--- config.mk ---
export PLATFORM = sky130hd
export DESIGN_NAME = speed_pi_controller
export DESIGN_NICKNAME = d
export VERILOG_FILES = /design/src/rtl/spc_pkg.sv /design/src/rtl/spc_regs.sv /design/src/rtl/spc_ctrl.sv /design/src/rtl/spc_dp.sv /design/src/rtl/speed_pi_controller.sv
export VERILOG_INCLUDE_DIRS = /design/src /design/src/rtl
export SDC_FILE = /design/constraint.sdc
export NUM_CORES = 2
export LEC_CHECK = 0
export ABC_AREA = 1
export BUFFER_PORTS_ARGS = -buffer_cell sky130_fd_sc_hd__buf_4
export CAP_MARGIN = 20
export CELL_PAD_IN_SITES_DETAIL_PLACEMENT = 2
export CELL_PAD_IN_SITES_GLOBAL_PLACEMENT = 2
export CORE_ASPECT_RATIO = 2
export CORE_MARGIN = 4
export CORE_UTILIZATION = 38
export CTS_CLUSTER_SIZE = 14
export DETAILED_ROUTE_END_ITERATION = 16
export PLACE_DENSITY = 0.79
export SLEW_MARGIN = 20
export SYNTH_ARGS = -nofsm -noshare
export SYNTH_HDL_FRONTEND = slang
export SYNTH_SLANG_ARGS = --single-unit
--- constraint.sdc ---
create_clock -name aclk -period 11.06 [get_ports aclk]
set_input_delay 0.553 -clock aclk [delete_from_list [all_inputs] [get_ports aclk]]
set_output_delay 0.553 -clock aclk [all_outputs]
set_load 0.02 [all_outputs]
--- src/rtl/speed_pi_controller_assert.svh ---
// ---------------------------------------------------------------------------
// speed_pi_controller assertion macros
// Shared concurrent assertion forms used by the speed loop controller.
// ---------------------------------------------------------------------------
`ifndef SPEED_PI_CONTROLLER_ASSERT_SVH
`define SPEED_PI_CONTROLLER_ASSERT_SVH

// same-cycle implication, disabled during reset
`define SPC_ASSERT_SAME(lbl, clk, rstn, ante, cons, msg) \
    lbl: assert property (@(posedge clk) disable iff (!(rstn)) (ante) |-> (cons)) \
        else $error(msg);

// next-cycle implication, disabled during reset
`define SPC_ASSERT_NEXT(lbl, clk, rstn, ante, cons, msg) \
    lbl: assert property (@(posedge clk) disable iff (!(rstn)) (ante) |=> (cons)) \
        else $error(msg);

`endif

--- src/rtl/spc_pkg.sv ---
// ---------------------------------------------------------------------------
// spc_pkg
// Types and constants shared by the speed loop PI controller modules.
// ---------------------------------------------------------------------------
package spc_pkg;

    // integral clamp and gain scaling
    localparam int INTEGRAL_LIMIT = 10000;
    localparam int GAIN_FRAC_BITS = 8;

    // divide by five as multiply by ceil(2^21 / 5) then shift by 21
    localparam logic signed [19:0] RECIP_FIVE  = 20'sd419431;
    localparam int                 RECIP_SHIFT = 21;

    // field widths
    localparam int SPEED_W = 15;
    localparam int CFG_W   = 16;
    localparam int RAW_W   = 18;
    localparam int NUM_W   = 20;
    localparam int MAG_W   = 19;
    localparam int INTEG_W = 15;
    localparam int MUL_W   = 20;
    localparam int PROD_W  = 40;
    localparam int ACC_W   = 35;
    localparam int DRIVE_W = 16;
    localparam int ADDR_W  = 4;

    // register indexes
    typedef enum logic [1:0] {
        REG_SETPOINT = 2'd0,
        REG_PROP     = 2'd1,
        REG_INTEG    = 2'd2
    } reg_idx_t;

    // sequencer states
    typedef enum logic [2:0] {
        ST_IDLE,
        ST_NUM,
        ST_RECIP,
        ST_PROP,
        ST_INTEG,
        ST_DONE
    } state_t;

    // commands from sequencer to datapath
    typedef struct packed {
        logic load_in;
        logic load_num;
        logic load_filt;
        logic acc_first;
        logic acc_add;
        logic commit;
    } cmd_t;

    // status from datapath to sequencer
    typedef struct packed {
        logic out_busy;
    } sts_t;

endpackage

--- src/rtl/spc_regs.sv ---
// ---------------------------------------------------------------------------
// spc_regs
// APB register file holding setpoint and the two loop gains.
// ---------------------------------------------------------------------------
module spc_regs (
    input  logic                                aclk,
    input  logic                                aresetn,
    input  logic                                psel,
    input  logic                                penable,
    input  logic                                pwrite,
    input  logic [spc_pkg::ADDR_W-1:0]          paddr,
    input  logic [31:0]                         pwdata,
    output logic [31:0]                         prdata,
    output logic                                pready,
    output logic signed [spc_pkg::CFG_W-1:0]    setpoint,
    output logic signed [spc_pkg::CFG_W-1:0]    kp,
    output logic signed [spc_pkg::CFG_W-1:0]    ki
);
    import spc_pkg::*;

    logic signed [CFG_W-1:0] setpoint_reg, setpoint_next;
    logic signed [CFG_W-1:0] kp_reg, kp_next;
    logic signed [CFG_W-1:0] ki_reg, ki_next;
    reg_idx_t                idx;
    logic                    wr_en;

    assign pready = 1'b1;
    assign idx    = reg_idx_t'(paddr[3:2]);
    assign wr_en  = psel & penable & pwrite & pready;

    // write decode
    always_comb begin
        setpoint_next = setpoint_reg;
        kp_next       = kp_reg;
        ki_next       = ki_reg;
        if (wr_en) begin
            unique case (idx)
                REG_SETPOINT: setpoint_next = pwdata[CFG_W-1:0];
                REG_PROP:     kp_next       = pwdata[CFG_W-1:0];
                REG_INTEG:    ki_next       = pwdata[CFG_W-1:0];
                default:      ;
            endcase
        end
    end

    always_ff @(posedge aclk) begin
        if (!aresetn) begin
            setpoint_reg <= '0;
            kp_reg       <= '0;
            ki_reg       <= '0;
        end else begin
            setpoint_reg <= setpoint_next;
            kp_reg       <= kp_next;
            ki_reg       <= ki_next;
        end
    end

    // read decode, sign extended to the bus
    always_comb begin
        unique case (idx)
            REG_SETPOINT: prdata = {{(32-CFG_W){setpoint_reg[CFG_W-1]}}, setpoint_reg};
            REG_PROP:     prdata = {{(32-CFG_W){kp_reg[CFG_W-1]}}, kp_reg};
            REG_INTEG:    prdata = {{(32-CFG_W){ki_reg[CFG_W-1]}}, ki_reg};
            default:      prdata = '0;
        endcase
    end

    assign setpoint = setpoint_reg;
    assign kp       = kp_reg;
    assign ki       = ki_reg;

endmodule

--- src/rtl/spc_ctrl.sv ---
// ---------------------------------------------------------------------------
// spc_ctrl
// Sequencer stepping one request through filter, gains and output.
// ---------------------------------------------------------------------------
module spc_ctrl (
    input  logic            aclk,
    input  logic            aresetn,
    input  logic            in_valid,
    output logic            in_ready,
    input  spc_pkg::sts_t   sts,
    output spc_pkg::cmd_t   cmd
);
    import spc_pkg::*;

    state_t state_reg, state_next;

    always_ff @(posedge aclk) begin
        if (!aresetn) begin
            state_reg <= ST_IDLE;
        end else begin
            state_reg <= state_next;
        end
    end

    // next state and commands
    always_comb begin
        state_next = state_reg;
        cmd        = '0;
        in_ready   = 1'b0;
        unique case (state_reg)
            ST_IDLE: begin
                in_ready = 1'b1;
                if (in_valid) begin
                    cmd.load_in = 1'b1;
                    state_next  = ST_NUM;
                end
            end
            ST_NUM: begin
                cmd.load_num = 1'b1;
                state_next   = ST_RECIP;
            end
            ST_RECIP: begin
                cmd.load_filt = 1'b1;
                state_next    = ST_PROP;
            end
            ST_PROP: begin
                cmd.acc_first = 1'b1;
                state_next    = ST_INTEG;
            end
            ST_INTEG: begin
                cmd.acc_add = 1'b1;
                state_next  = ST_DONE;
            end
            ST_DONE: begin
                if (!sts.out_busy) begin
                    cmd.commit = 1'b1;
                    state_next = ST_IDLE;
                end
            end
            default: state_next = ST_IDLE;
        endcase
    end

endmodule

--- src/rtl/spc_dp.sv ---
// ---------------------------------------------------------------------------
// spc_dp
// Datapath: error filter, shared multiplier, accumulator, integral, output.
// ---------------------------------------------------------------------------
module spc_dp (
    input  logic                                aclk,
    input  logic                                aresetn,
    input  spc_pkg::cmd_t                       cmd,
    output spc_pkg::sts_t                       sts,
    input  logic signed [spc_pkg::CFG_W-1:0]    setpoint,
    input  logic signed [spc_pkg::CFG_W-1:0]    kp,
    input  logic signed [spc_pkg::CFG_W-1:0]    ki,
    input  logic signed [spc_pkg::SPEED_W-1:0]  left_speed,
    input  logic signed [spc_pkg::SPEED_W-1:0]  right_speed,
    input  logic                                run_enable,
    output logic                                out_valid,
    input  logic                                out_ready,
    output logic signed [spc_pkg::DRIVE_W-1:0]  drive
);
    import spc_pkg::*;

    localparam logic signed [ACC_W-1:0]   RND_BIAS  = ACC_W'((1 << GAIN_FRAC_BITS) - 1);
    localparam int                        DSH_W     = ACC_W - GAIN_FRAC_BITS;
    localparam logic signed [DSH_W-1:0]   DRIVE_MAX = DSH_W'(32767);
    localparam logic signed [DSH_W-1:0]   DRIVE_MIN = -DSH_W'(32768);
    localparam logic signed [MAG_W:0]     LIM_POS   = (MAG_W+1)'(INTEGRAL_LIMIT);
    localparam logic signed [MAG_W:0]     LIM_NEG   = -(MAG_W+1)'(INTEGRAL_LIMIT);

    // state kept across requests
    logic signed [RAW_W-1:0]   prev_reg;
    logic signed [INTEG_W-1:0] integ_reg;

    // per-request working registers
    logic signed [RAW_W-1:0]   raw_reg;
    logic                      run_reg;
    logic                      neg_reg;
    logic [MAG_W-1:0]          mag_reg;
    logic signed [RAW_W-1:0]   filt_reg;
    logic signed [ACC_W-1:0]   acc_reg;

    // output register
    logic                      out_valid_reg, out_valid_next;
    logic signed [DRIVE_W-1:0] drive_reg;

    logic signed [RAW_W-1:0]   raw_next;
    logic signed [NUM_W-1:0]   num;
    logic signed [MUL_W-1:0]   mul_a, mul_b;
    logic signed [PROD_W-1:0]  mul_p;
    logic [RAW_W-2:0]          quot;
    logic signed [RAW_W-1:0]   filt_next;
    logic signed [ACC_W-1:0]   acc_biased;
    logic signed [DSH_W-1:0]   dsh;
    logic signed [DRIVE_W-1:0] drive_sat;
    logic signed [MAG_W:0]     isum;
    logic signed [INTEG_W-1:0] integ_next;

    // raw error from setpoint and wheel sum
    assign raw_next = RAW_W'(setpoint) - RAW_W'(left_speed) - RAW_W'(right_speed);

    // filter numerator raw + 4*prev, the /5 gives (2*raw + 8*prev) / 10
    assign num = NUM_W'(raw_reg) + {prev_reg, 2'b00};

    // shared multiplier operand select
    always_comb begin
        if (cmd.load_filt) begin
            mul_a = signed'({1'b0, mag_reg});
            mul_b = RECIP_FIVE;
        end else if (cmd.acc_first) begin
            mul_a = MUL_W'(filt_reg);
            mul_b = MUL_W'(kp);
        end else begin
            mul_a = MUL_W'(integ_reg);
            mul_b = MUL_W'(ki);
        end
    end

    assign mul_p = mul_a * mul_b;

    // quotient magnitude, sign restored for truncation toward zero
    assign quot      = mul_p[RECIP_SHIFT +: (RAW_W-1)];
    assign filt_next = neg_reg ? -signed'({1'b0, quot}) : signed'({1'b0, quot});

    // scale down with truncation toward zero, then saturate
    assign acc_biased = acc_reg + (acc_reg[ACC_W-1] ? RND_BIAS : '0);
    assign dsh        = acc_biased[ACC_W-1:GAIN_FRAC_BITS];

    always_comb begin
        if (dsh > DRIVE_MAX) begin
            drive_sat = DRIVE_W'(DRIVE_MAX);
        end else if (dsh < DRIVE_MIN) begin
            drive_sat = DRIVE_W'(DRIVE_MIN);
        end else begin
            drive_sat = dsh[DRIVE_W-1:0];
        end
    end

    // integral update with anti-windup clamp, cleared when stopped
    assign isum = (MAG_W+1)'(integ_reg) + (MAG_W+1)'(filt_reg);

    always_comb begin
        if (!run_reg) begin
            integ_next = '0;
        end else if (isum > LIM_POS) begin
            integ_next = INTEG_W'(LIM_POS);
        end else if (isum < LIM_NEG) begin
            integ_next = INTEG_W'(LIM_NEG);
        end else begin
            integ_next = isum[INTEG_W-1:0];
        end
    end

    // working registers
    always_ff @(posedge aclk) begin
        if (cmd.load_in) begin
            raw_reg <= raw_next;
            run_reg <= run_enable;
        end
        if (cmd.load_num) begin
            neg_reg <= num[NUM_W-1];
            mag_reg <= num[NUM_W-1] ? MAG_W'(-num) : MAG_W'(num);
        end
        if (cmd.load_filt) begin
            filt_reg <= filt_next;
        end
        if (cmd.acc_first) begin
            acc_reg <= mul_p[ACC_W-1:0];
        end else if (cmd.acc_add) begin
            acc_reg <= acc_reg + mul_p[ACC_W-1:0];
        end
        if (cmd.commit) begin
            drive_reg <= drive_sat;
        end
    end

    // loop state
    always_ff @(posedge aclk) begin
        if (!aresetn) begin
            prev_reg  <= '0;
            integ_reg <= '0;
        end else if (cmd.commit) begin
            prev_reg  <= filt_reg;
            integ_reg <= integ_next;
        end
    end

    // output handshake
    always_comb begin
        out_valid_next = out_valid_reg;
        if (cmd.commit) begin
            out_valid_next = 1'b1;
        end else if (out_ready) begin
            out_valid_next = 1'b0;
        end
    end

    always_ff @(posedge aclk) begin
        if (!aresetn) begin
            out_valid_reg <= 1'b0;
        end else begin
            out_valid_reg <= out_valid_next;
        end
    end

    assign sts.out_busy = out_valid_reg & ~out_ready;
    assign out_valid    = out_valid_reg;
    assign drive        = drive_reg;

endmodule

--- src/rtl/speed_pi_controller.sv ---
// ---------------------------------------------------------------------------
// speed_pi_controller
// Speed loop PI controller with low-pass filtered error and integral clamp.
// ---------------------------------------------------------------------------
//  channel   direction  ports                              content
//  s_        in         s_tvalid/s_tready/s_tdata/s_tuser  wheel speeds, run flag
//  m_        out        m_tvalid/m_tready/m_tdata          drive value
//  apb       in/out     psel/penable/pwrite/paddr          setpoint and gains
//
// the drive reaches the output register once the sequencer has stepped the
// single shared multiplier through the divide by five, the proportional
// product and the integral product; no new request is taken before the
// last one has been committed to the output register.
// s_tready is high only while the sequencer is idle; a pending result in the
// output register holds the last step until the consumer takes it.
// reset is synchronous, active low, and clears the filter and integral state.
// ---------------------------------------------------------------------------
module speed_pi_controller (
    input  logic                            aclk,
    input  logic                            aresetn,
    // input stream
    input  logic                            s_tvalid,
    output logic                            s_tready,
    input  logic [31:0]                     s_tdata,   // left_speed[14:0], right_speed[29:15]
    input  logic                            s_tuser,   // run_enable
    // result stream
    output logic                            m_tvalid,
    input  logic                            m_tready,
    output logic [15:0]                     m_tdata,   // drive[15:0]
    // configuration
    input  logic                            psel,
    input  logic                            penable,
    input  logic                            pwrite,
    input  logic [spc_pkg::ADDR_W-1:0]      paddr,
    input  logic [31:0]                     pwdata,
    output logic [31:0]                     prdata,
    output logic                            pready
);
    import spc_pkg::*;

    `include "speed_pi_controller_assert.svh"

    logic signed [CFG_W-1:0]   setpoint, kp, ki;
    logic signed [DRIVE_W-1:0] drive;
    cmd_t                      cmd;
    sts_t                      sts;

    spc_regs u_regs (
        .aclk     (aclk),
        .aresetn  (aresetn),
        .psel     (psel),
        .penable  (penable),
        .pwrite   (pwrite),
        .paddr    (paddr),
        .pwdata   (pwdata),
        .prdata   (prdata),
        .pready   (pready),
        .setpoint (setpoint),
        .kp       (kp),
        .ki       (ki)
    );

    spc_ctrl u_ctrl (
        .aclk     (aclk),
        .aresetn  (aresetn),
        .in_valid (s_tvalid),
        .in_ready (s_tready),
        .sts      (sts),
        .cmd      (cmd)
    );

    spc_dp u_dp (
        .aclk        (aclk),
        .aresetn     (aresetn),
        .cmd         (cmd),
        .sts         (sts),
        .setpoint    (setpoint),
        .kp          (kp),
        .ki          (ki),
        .left_speed  (s_tdata[SPEED_W-1:0]),
        .right_speed (s_tdata[2*SPEED_W-1:SPEED_W]),
        .run_enable  (s_tuser),
        .out_valid   (m_tvalid),
        .out_ready   (m_tready),
        .drive       (drive)
    );

    assign m_tdata = drive;

    // checks on sequencing and output hand-off
    `SPC_ASSERT_NEXT(a_busy_after_accept, aclk, aresetn, s_tvalid && s_tready, !s_tready, "accepted request did not make the block busy")
    `SPC_ASSERT_SAME(a_commit_slot_free, aclk, aresetn, cmd.commit, !sts.out_busy, "result committed over a pending result")
    `SPC_ASSERT_NEXT(a_commit_valid, aclk, aresetn, cmd.commit, m_tvalid, "committed result not presented")

endmodule

==> metrics.txt <==
run status finished clean; Syn Nets between 4000 and 5000; Post-CTS Hold Fix Bufs 0; Synth Register Bits 193; WP depth 38; most used cell, CP inv_1; grt total ovfl 0; port bufs 105; Net Sw Frac a little under half; wire per inst 24.5 µm; TritonCTS Buffers 25; Critical Path Sink Type register; Top Ports ~130; initial drt markers roughly 1000; most frequent cells in the layout nand2_1, inv_1, nor2_1, fa_1, ha_1; Seq/Total Area, Yosys approximately 16%; final antenna-violating net count 0; largest net degree at the start of global routing between 60 and 70; GPL Wtd Cong between 0.8 and 0.9; latest clock arrival within the worst-skew pair around 0.53 ns; final clock skew 0.0296 ns; fin. max-slew vios 0; number of flip-flops in the largest register 35; Post-synth EDFFs between 100 and 150; RSZ-0062 raised after global routing false; fin cells slightly above 5000; GR Util All Layers a little under a third; Largest stage delay, worst path 0.80 ns; H-tree depth reported by CTS 4; Layout area overhead 9.56%; Synth Flop Type edfxtp_1; final hold viol count 0; CP top delay family adder cells; critical path's slowest cell fa_2; asr flop ratio synth 0%; row cnt 145; Logic pwr share a little over half; worst vdd ir 0.102 mV; layout cell share with drive strength beyond 1 8.03%; Max Fanout on Critical Path 21; Yosys warning count 0; hold path cells 1; CTS root buf clkbuf_16; post-CTS setup buffer count 0; Mapped Cells 3984; drt pass-1 iters 7; post-synth top area share between 20 and 30%; Critical Path RT 11.32 ns; initial core utilization 38.4%; Pleak 16.8 nW; Tmin final 10.42 ns; TritonCTS clock tree yes; R2R depth 38; Worst Setup Path Type register to register; Synth area leader fa_1; Seq pwr share 25.7%; initial antenna violation count 1; MaxCap Viol Count 0; fin nets 4779; DP HPWL approximately 110000 µm; synth top area cells fa_1, edfxtp_1, nand2_1, inv_1, ha_1; # DRC 0; vias per cell 5.39; core area 0.0782 mm²; Clock power frac 21.0%; NetSw 0.00170 W; vias in the first global route 33000; Vert. Die Dim a little over 400 µm; vias 27600; Worst Hold Class input pin to register; clk buf depth 3; Data arrival, critical path 10.68 ns; fmax ~96 MHz; Avg Cell Area, Syn 7.54 µm²; # setup viols final 0; Worst Path Buf+Inv 10; synthesized cell area 0.0300 mm²; Clk pin slew, worst setup/hold paths roughly 0.080 ns; total die area 0.0839 mm²; commonest non-fill, non-tap cell in the layout nand2_1; slew margin rel. 31.8%; Die Width a little over 200 µm; Clock Sinks 193; first-pass GRT wire length 190000 µm; fin crit share 94.2%; Setup TNS 0 ns; Pint 0.00191 W; DP Cell Count between 5000 and 6000; Worst Max-Slew Pin Slew 1.02 ns; Worst setup SP type register; Netlist cell types 54; Routed Wire Length approximately 130000 µm; Pwr Density 110 mW/mm²
-- power by group through the flow --
stage	Combinational, W	Clock, W	Sequential (W)
final	0.00192	0.000760	0.000929
after global routing	0.00211	0.000797	0.000932
after CTS	0.00193	0.000775	0.000928
after detailed placement	0.00190	0	0.000944
after global placement	0.00183	0	0.000942
after floorplan	0.00121	0	0.000908
-- metrics by stage --
stage / util, % / setup slack (ns) / cell area, µm² / hold WS (ns) / power (W)
after global routing: 42.1 / 0.0424 / 32900 / 0.203 / 0.00384
after floorplan: - / 2.12 / 30000 / 0.444 / 0.00212
after CTS: 42.1 / 0.308 / 32900 / 0.198 / 0.00363
after global placement: 41.1 / 0.712 / 32200 / 0.470 / 0.00277
final: 42.1 / 0.638 / 32900 / 0.215 / 0.00361
after detailed placement: 41.1 / 0.373 / 32200 / 0.481 / 0.00284
-- layer usage --
| metal | vias to the layer above | wire length [µm] | share of wire [%] | GRT usage, % |
|---|---|---|---|---|
| met5 | - | 0 | 0 | 0 |
| met2 | 628 | 73000 | 58 | 61.7 |
| met3 | 408 | 2860 | 2.3 | 2.74 |
| met4 | 0 | 10700 | 8.5 | 20.7 |
| li1 | 12400 | - | - | - |
| met1 | 14100 | 38800 | 31 | 26.7 |
-- worst register-to-register path, delay by kind of cell (launching register included) --
kind / cells / cell delay [ns]
adders and majority gates: 9 / 5.04
AOI/OAI and AO/OA: 6 / 1.05
DFF: 1 / 0.50
buffers and inverters: 10 / 1.18
and+or+nand+nor: 12 / 2.27
xor gates and xnor gates: 1 / 0.10
-- layout make-up --
cell class / instances / area, µm²
Clock buffer: 28 / 658
Fill cell: 9237 / 45300
Inverter: 805 / 3030
Sequential cell: 193 / 4940
Clock inverter: 5 / 58.8
Tap cell: 1029 / 1290
Timing Repair Buffer: 174 / 1310
Multi-Input combinational cell: 2880 / 21600
Antenna cell: 1 / 2.50
-- worst paths after layout --
check	start	endpoint	slack, ns
worst max-delay path	u_ctrl.state_reg[1]	u_dp.acc_reg[34]	0.64
worst max register to register	u_ctrl.state_reg[1]	u_dp.acc_reg[34]	0.64
worst min-delay path	s_tuser	u_dp.run_reg	0.21
worst min register to register	u_regs.kp[11]	u_regs.kp[11]	0.49
-- synthesized netlist by cell type (11+ instances only) --
cell type and number:
nand2_1 803, inv_1 784, nor2_1 545, fa_1 421, ha_1 203, a21oi_1 174, o21ai_0 172, nand3_1 167
edfxtp_1 108, dfxtp_1 85, xor2_1 79, clkbuf_1 61, nand4_1 49, nor3_1 33, nand2_2 32, xnor2_1 32
or2_2 20, buf_4 18, a21o_1 14, buf_2 14, nor2_2 13, o21ai_1 13, nand3b_1 12, o21bai_1 12
inv_2 11
-- logic make-up after synthesis --
family	count (synthesis)	synth area share [%]
compound gates	443	8.19
xor+xnor	111	3.24
fa+ha+maj	624	36.5
buf+inv	911	11.8
flops	193	16.5
other cells	1	0.0125
simple gates	1701	23.7
-- timing repair --
item | 4_1_cts | 5_1_grt
endpoints found under the hold margin | 0 | 0
gates resized for setup | 0 | 4
endpoints found under the setup margin | 0 | 4
Power figures use the tool's default switching activity.
